[src/design/bpc_pkg.sv]
// Shared types, register indexes and reset constants for the button press classifier.
package bpc_pkg;

  localparam int unsigned TIME_WIDTH_DEF = 16;
  localparam int unsigned CFG_DATA_W     = 16;
  localparam int unsigned CFG_INDEX_W    = 3;
  localparam int unsigned DEB_W          = 8;
  localparam int unsigned CLICK_W        = 2;

  localparam logic [DEB_W-1:0]      DEBOUNCE_RST  = 8'd20;
  localparam logic [CFG_DATA_W-1:0] MIN_PRESS_RST = 16'd100;
  localparam logic [CFG_DATA_W-1:0] LONG_RST      = 16'd1500;
  localparam logic [CFG_DATA_W-1:0] WINDOW_RST    = 16'd1500;
  localparam logic [CLICK_W-1:0]    CLICKS_TRIPLE = 2'd3;

  typedef enum logic [CFG_INDEX_W-1:0] {
    REG_DEBOUNCE  = 3'd0,
    REG_MIN_PRESS = 3'd1,
    REG_LONG      = 3'd2,
    REG_WINDOW    = 3'd3,
    REG_TRIPLE    = 3'd4
  } reg_idx_t;

  typedef struct packed {
    logic [DEB_W-1:0]      debounce_ticks;
    logic [CFG_DATA_W-1:0] min_press_ticks;
    logic [CFG_DATA_W-1:0] long_press_ticks;
    logic [CFG_DATA_W-1:0] click_window_ticks;
    logic                  allow_triple;
  } cfg_t;

  typedef struct packed {
    logic               long_pulse;
    logic               short_pulse;
    logic               triple_pulse;
    logic               window_active;
    logic [CLICK_W-1:0] clicks_pending;
  } result_t;

endpackage

[src/design/button_press_classifier.sv]
// Top level of the button press classifier: input register, tick logic, result register.
// A held input word enters the result register when the output is empty or read.
// One word per clock while out_ready keeps up; the single tick stage updates all state.
// While a finished word waits for out_ready the input register holds one more word.
// Reset (rst_n low, synchronous) returns to idle with all counters cleared and
// configuration registers at their default values.
module button_press_classifier #(
  parameter int unsigned TIME_WIDTH = bpc_pkg::TIME_WIDTH_DEF
) (
  input  logic                              clk,
  input  logic                              rst_n,
  input  logic                              in_valid,
  output logic                              in_ready,
  input  logic                              in_key_level,
  output logic                              out_valid,
  input  logic                              out_ready,
  output logic                              out_long_pulse,
  output logic                              out_short_pulse,
  output logic                              out_triple_pulse,
  output logic                              out_window_active,
  output logic [bpc_pkg::CLICK_W-1:0]       out_clicks_pending,
  input  logic                              cfg_wr_en,
  input  logic [bpc_pkg::CFG_INDEX_W-1:0]   cfg_index,
  input  logic [bpc_pkg::CFG_DATA_W-1:0]    cfg_wdata
);

  bpc_pkg::cfg_t    cfg;
  bpc_pkg::result_t res;
  bpc_pkg::result_t res_r;
  logic             in_vld_r;
  logic             key_r;
  logic             out_vld_r;
  logic             advance;

  assign advance  = in_vld_r && (!out_vld_r || out_ready);
  assign in_ready = !in_vld_r || advance;

  bpc_cfg u_cfg (
    .clk       (clk),
    .rst_n     (rst_n),
    .cfg_wr_en (cfg_wr_en),
    .cfg_index (cfg_index),
    .cfg_wdata (cfg_wdata),
    .cfg_q     (cfg)
  );

  bpc_tick #(
    .TIME_WIDTH (TIME_WIDTH)
  ) u_tick (
    .clk     (clk),
    .rst_n   (rst_n),
    .tick_en (advance),
    .key     (key_r),
    .cfg     (cfg),
    .res     (res)
  );

  always_ff @(posedge clk) begin
    if (!rst_n) begin
      in_vld_r  <= 1'b0;
      out_vld_r <= 1'b0;
    end else begin
      if (in_ready) begin
        in_vld_r <= in_valid;
      end
      if (advance) begin
        out_vld_r <= 1'b1;
      end else if (out_ready) begin
        out_vld_r <= 1'b0;
      end
    end
  end

  always_ff @(posedge clk) begin
    if (in_ready && in_valid) begin
      key_r <= in_key_level;
    end
    if (advance) begin
      res_r <= res;
    end
  end

  assign out_valid          = out_vld_r;
  assign out_long_pulse     = res_r.long_pulse;
  assign out_short_pulse    = res_r.short_pulse;
  assign out_triple_pulse   = res_r.triple_pulse;
  assign out_window_active  = res_r.window_active;
  assign out_clicks_pending = res_r.clicks_pending;

endmodule

[src/design/bpc_cfg.sv]
// Configuration register bank of the button press classifier.
module bpc_cfg (
  input  logic                               clk,
  input  logic                               rst_n,
  input  logic                               cfg_wr_en,
  input  logic [bpc_pkg::CFG_INDEX_W-1:0]    cfg_index,
  input  logic [bpc_pkg::CFG_DATA_W-1:0]     cfg_wdata,
  output bpc_pkg::cfg_t                      cfg_q
);

  bpc_pkg::cfg_t cfg_r;

  always_ff @(posedge clk) begin
    if (!rst_n) begin
      cfg_r.debounce_ticks     <= bpc_pkg::DEBOUNCE_RST;
      cfg_r.min_press_ticks    <= bpc_pkg::MIN_PRESS_RST;
      cfg_r.long_press_ticks   <= bpc_pkg::LONG_RST;
      cfg_r.click_window_ticks <= bpc_pkg::WINDOW_RST;
      cfg_r.allow_triple       <= 1'b0;
    end else if (cfg_wr_en) begin
      case (cfg_index)
        bpc_pkg::REG_DEBOUNCE:  cfg_r.debounce_ticks     <= cfg_wdata[bpc_pkg::DEB_W-1:0];
        bpc_pkg::REG_MIN_PRESS: cfg_r.min_press_ticks    <= cfg_wdata;
        bpc_pkg::REG_LONG:      cfg_r.long_press_ticks   <= cfg_wdata;
        bpc_pkg::REG_WINDOW:    cfg_r.click_window_ticks <= cfg_wdata;
        bpc_pkg::REG_TRIPLE:    cfg_r.allow_triple       <= cfg_wdata[0];
        default: ;
      endcase
    end
  end

  assign cfg_q = cfg_r;

endmodule

[src/design/bpc_tick.sv]
// Per-tick classifier state and its next-state logic.
module bpc_tick #(
  parameter int unsigned TIME_WIDTH = bpc_pkg::TIME_WIDTH_DEF
) (
  input  logic               clk,
  input  logic               rst_n,
  input  logic               tick_en,
  input  logic               key,
  input  bpc_pkg::cfg_t      cfg,
  output bpc_pkg::result_t   res
);

  localparam int unsigned CW = (TIME_WIDTH > bpc_pkg::CFG_DATA_W) ? TIME_WIDTH
                                                                   : bpc_pkg::CFG_DATA_W;
  localparam logic [TIME_WIDTH-1:0]       TIME_MAX = {TIME_WIDTH{1'b1}};
  localparam logic [bpc_pkg::DEB_W-1:0]   DEB_MAX  = {bpc_pkg::DEB_W{1'b1}};

  typedef enum logic [1:0] {
    PH_IDLE     = 2'd0,
    PH_DEBOUNCE = 2'd1,
    PH_PRESSED  = 2'd2,
    PH_WAIT_REL = 2'd3
  } phase_t;

  phase_t                         phase_r, phase_nxt;
  logic [bpc_pkg::DEB_W-1:0]      deb_cnt_r, deb_cnt_nxt, deb_inc;
  logic [TIME_WIDTH-1:0]          held_r, held_nxt, held_inc;
  logic [TIME_WIDTH-1:0]          since_r, since_nxt, since_adv;
  logic [bpc_pkg::CLICK_W-1:0]    clicks_r, clicks_nxt, clicks_win;
  logic                           active;
  logic                           lp, sp, tp;
  logic [CW-1:0]                  window_ext, long_ext, min_ext;

  assign window_ext = CW'(cfg.click_window_ticks);
  assign long_ext   = CW'(cfg.long_press_ticks);
  assign min_ext    = CW'(cfg.min_press_ticks);

  always_comb begin
    since_adv = since_r;
    if (clicks_r != '0 && since_r != TIME_MAX) begin
      since_adv = since_r + 1'b1;
    end
    deb_inc  = (deb_cnt_r != DEB_MAX) ? deb_cnt_r + 1'b1 : deb_cnt_r;
    held_inc = (held_r != TIME_MAX) ? held_r + 1'b1 : held_r;

    active     = 1'b0;
    clicks_win = clicks_r;
    since_nxt  = since_adv;
    if (cfg.allow_triple && clicks_r != '0) begin
      active = 1'b1;
      if (CW'(since_adv) > window_ext) begin
        clicks_win = '0;
        since_nxt  = '0;
        active     = 1'b0;
      end
    end else if (!cfg.allow_triple) begin
      clicks_win = '0;
      since_nxt  = '0;
    end
    clicks_nxt = clicks_win;

    lp          = 1'b0;
    sp          = 1'b0;
    tp          = 1'b0;
    phase_nxt   = phase_r;
    deb_cnt_nxt = deb_cnt_r;
    held_nxt    = held_r;

    case (phase_r)
      PH_IDLE: begin
        if (key) begin
          deb_cnt_nxt = '0;
          if (cfg.debounce_ticks == '0) begin
            phase_nxt = PH_PRESSED;
            held_nxt  = '0;
          end else begin
            phase_nxt = PH_DEBOUNCE;
          end
        end
      end
      PH_DEBOUNCE: begin
        deb_cnt_nxt = deb_inc;
        if (deb_inc >= cfg.debounce_ticks) begin
          if (key) begin
            phase_nxt = PH_PRESSED;
            held_nxt  = '0;
          end else begin
            phase_nxt = PH_IDLE;
          end
        end
      end
      PH_PRESSED: begin
        if (key) begin
          held_nxt = held_inc;
          if (CW'(held_inc) >= long_ext) begin
            lp        = 1'b1;
            phase_nxt = PH_WAIT_REL;
          end
        end else begin
          phase_nxt = PH_IDLE;
          if (CW'(held_r) > min_ext && CW'(held_r) < long_ext) begin
            if (cfg.allow_triple) begin
              if (clicks_win == '0 || CW'(since_nxt) > window_ext) begin
                clicks_nxt = 2'd1;
              end else begin
                clicks_nxt = clicks_win + 1'b1;
              end
              since_nxt = '0;
              if (clicks_nxt >= bpc_pkg::CLICKS_TRIPLE) begin
                tp         = 1'b1;
                clicks_nxt = '0;
                active     = 1'b0;
              end
            end else begin
              sp = 1'b1;
            end
          end
        end
      end
      default: begin
        if (!key) begin
          phase_nxt = PH_IDLE;
        end
      end
    endcase

    res.long_pulse     = lp;
    res.short_pulse    = sp;
    res.triple_pulse   = tp;
    res.window_active  = active;
    res.clicks_pending = clicks_nxt;
  end

  always_ff @(posedge clk) begin
    if (!rst_n) begin
      phase_r   <= PH_IDLE;
      deb_cnt_r <= '0;
      held_r    <= '0;
      since_r   <= '0;
      clicks_r  <= '0;
    end else if (tick_en) begin
      phase_r   <= phase_nxt;
      deb_cnt_r <= deb_cnt_nxt;
      held_r    <= held_nxt;
      since_r   <= since_nxt;
      clicks_r  <= clicks_nxt;
    end
  end

endmodule

[config.mk]
export PLATFORM = sky130hd
export DESIGN_NAME = button_press_classifier
export DESIGN_NICKNAME = d
export VERILOG_FILES = /design/src/design/bpc_pkg.sv /design/src/design/button_press_classifier.sv /design/src/design/bpc_cfg.sv /design/src/design/bpc_tick.sv
export SDC_FILE = /design/constraint.sdc
export NUM_CORES = 1
export LEC_CHECK = 0
export ABC_AREA = 1
export BUFFER_PORTS_ARGS = -buffer_cell sky130_fd_sc_hd__clkbuf_2
export CAP_MARGIN = 20
export CORE_MARGIN = 10
export CORE_UTILIZATION = 60
export DETAILED_ROUTE_END_ITERATION = 16
export PLACE_DENSITY = 0.78
export SYNTH_ARGS = -nofsm -noshare
export SYNTH_HDL_FRONTEND = slang
export SYNTH_SLANG_ARGS = --single-unit
[constraint.sdc]
create_clock -name clk -period 4.2 [get_ports clk]
set_input_delay 1.05 -clock clk [delete_from_list [all_inputs] [get_ports clk]]
set_output_delay 1.05 -clock clk [all_outputs]
set_load 0.1 [all_outputs]
==> results.cfg <==
[setup_path]
cp-startpoint = u_tick.since_r[7]$_SDFFE_PN0P_
cp.arrival_ns = 4.57
cp-end-kind = flop
path_max_fanout = 7
r2r_slack_ns = -0.23
reg2reg_depth = 34
rr_startpoint = u_tick.since_r[7]$_SDFFE_PN0P_
r2r_end = out_window_active$_DFFE_PP_
crit_path_end = out_window_active$_DFFE_PP_
cpMostUsedCell = nand2_1
cpMaxStageDelayCell = dfxtp_2
worst_setup_path_start_kind = flop
cpPeakStageDelay_ns = 0.37
critPathKind = flop to flop
cp.required_ns = 4.33

[timing]
totalNegativeSetupSlack_ns = -0.971
finalHoldViolCount = 0
postLayoutSetupSlackWorst_ns = -0.235
rsz0062_at_grt = yes
skew_ns = 0.0136
min_period_ns = 4.43
worstMarginPinSlew_ns = 0.761
finalMaxSlewViolations = 0
max_slew_margin = 0.493
fmax_mhz = 225
setup_viol = 6
hold_ws_ns = 0.463
period_share = 1.06

[yosys]
ys.flop_type = dfxtp_1
synth_edf_count = 7
syn_nets = 1221
netlist_area_sq_mm = 0.00758
yosysWarnings = 0
syn_inst = 1100
ys_types = 39
syn_area_per_cell_sq_um = 6.89
seq_area_frac_synth = 0.300
ys_async_sr_fraction = 0
ys_ff_latch = 110

[finish]
fin_area_sq_mm = 0.00912
area_growth_pct = 20.3
multiInputGateArea_sq_mm = 0.00486
drive_above_1_share = 0.182
layout_commonest_cell = nand2_1
antenna_cells = 0
fillerInstances = 1035
mostFrequentLayoutCells = nand2_1, inv_1, nor2_1, a21oi_1, dfxtp_1
seq_area_sq_mm = 0.00230
nets = 1304

[drt]
dr_wl_met2_um = 9820
firstDrtPassIters = 6
met3RoutedLength_um = 1350
drt_iter0_drc = 592
wl_per_cell_um = 15.3
met1_length_um = 9120
vias = 7483
top_layer_used = met4
postRouteAntennaNets = 0
wl_um = 20800
drc = 0
via_per_inst = 5.50

[grt]
grt_pass1_wl_um = 32000
grt_pass1_vias = 6803
gr-total-overflow = 0
gr-usage-all-layers = 0.217
antenna_found_initial = 0
grt_max_degree = 53

[die]
core_sq_mm = 0.0125
chipHeight_um = 132
die_x_um = 132
die-area_sq_mm = 0.0175
initial_core_util = 0.606
io_pins = 33
rows = 41

[pwr]
sw_frac_of_total = 0.286
power_leakage_uw = 0.00446
seqPwrFrac = 0.457
peakVddDrop_v = 0.000337
power.clock.fraction = 0.384
p_switching_uw = 689
internal-power_uw = 1720
power_frac_comb = 0.159
power.density_mw_per_mm2 = 264

[placed_design]
port_buffers = 32
gp_congestion = 0.940
dpl_cell_area_sq_mm = 0.00820
place_hpwl_um = 14200
preCtsSetupSlack_ns = -0.207

[outcome]
status = finished with violations
failed_checks = setup timing

[clocking]
cts_sinks = 110
root_buffer = clkbuf_16
numCtsBuffers = 9
cts-htree-levels = 3
clockBufferDepth = 2
path_clk_slew_ns = 0.08
clk_latency_ns = 0.37
cts_tree = yes

[worst_hold_path]
min_path_type = flop to flop

[job]
max_cap_violations = 0
-- cells by family after synthesis --
group                    share of synthesized area
AO/OA/AOI/OAI                                0.156
XOR/XNOR                                    0.0361
adder cells (fa/ha/maj)                      0.158
buffers and inverters                        0.110
flip-flops                                   0.300
multiplexers                               0.00148
AND/OR/NAND/NOR                              0.238
-- worst min path at each step --
stage	startpoint	end	depth (start not counted)
6_report	u_cfg.cfg_q[43]$_SDFFE_PN0P_	u_cfg.cfg_q[43]$_SDFFE_PN0P_	2
2_1_floorplan	u_cfg.cfg_q[34]$_SDFFE_PN0P_	u_cfg.cfg_q[34]$_SDFFE_PN0P_	2
3_3_place_gp	u_cfg.cfg_q[34]$_SDFFE_PN0P_	u_cfg.cfg_q[34]$_SDFFE_PN0P_	2
3_5_place_dp	u_cfg.cfg_q[43]$_SDFFE_PN0P_	u_cfg.cfg_q[43]$_SDFFE_PN0P_	2
5_1_grt	u_cfg.cfg_q[45]$_SDFFE_PN0P_	u_cfg.cfg_q[45]$_SDFFE_PN0P_	2
4_1_cts	u_cfg.cfg_q[43]$_SDFFE_PN0P_	u_cfg.cfg_q[43]$_SDFFE_PN0P_	2
-- per-layer routing --
layer / track usage / vias to the layer above
li1: - / 3737
met3: 0.0511 / 55
met5: 0 / -
met2: 0.356 / 253
met1: 0.277 / 3438
met4: 0.0623 / 0
-- synthesized netlist by cell type (5+ instances only) --
library cell  number  area (sq um)
nor3_1            17          85.1
xor2_2             5          81.3
nand4_1           13          81.3
o21ai_0           69           345
edfxtp_1           7           210
clkbuf_1          21          78.8
o211ai_1          13          97.6
nor2_1           144           541
a211oi_1          13          97.6
o21ai_1            5          25.0
nand2_1          206           773
a21oi_1          110           551
dfxtp_1          103          2060
ha_1              96          1200
nand3_1           36           180
inv_1            180           676
xor2_1            20           175
-- stage by stage --
stage	instances	utilization	total power (uW)
6_report	1360	0.729	2410
2_1_floorplan	1100	-	1350
3_5_place_dp	1325	0.655	1450
4_1_cts	1343	0.684	2370
3_3_place_gp	1325	0.655	1440
5_1_grt	1360	0.729	2500
-- critical path: cells and delay by family (launching register included) --
kind,cells,cell delay [ns]
AND/OR/NAND/NOR,22,2.15
AO/OA/AOI/OAI,4,0.48
flip-flops,1,0.37
buffers and inverters,6,0.68
adder cells (fa/ha/maj),2,0.49
-- cell type report --
type,instances,share of cell area
Multi-Input combinational cell,778,0.533
Sequential cell,110,0.252
Timing Repair Buffer,99,0.0805
Inverter,185,0.0764
Clock buffer,11,0.0277
Tap cell,172,0.0236
Clock inverter,5,0.00686
-- registers in the layout (all words and copies together) (netlist names), 2 cells and up --
name and flops:
u_tick.deb_cnt_r 8, u_cfg.cfg_q 57, u_tick.since_r 16, u_tick.clicks_r 2
out_clicks_pending 2, u_tick.phase_r 2, u_tick.held_r 16
-- power by group through the flow --
stage | Combinational [uW] | Clock (uW) | Sequential, uW
detailed placement | 318 | 0 | 1130
CTS | 327 | 936 | 1100
global route | 426 | 974 | 1100
finish | 382 | 924 | 1100
floorplan | 204 | 0 | 1140
global placement | 312 | 0 | 1130
-- timing repair --
action,in CTS,in global routing
cloned,1,3
gates resized for setup,11,94
hold buffers,0,0
pin swaps,1,37
endpoints found under the setup margin,6,6
buffers inserted,1,14
Note: power is estimated with default switching activity, not from simulation.
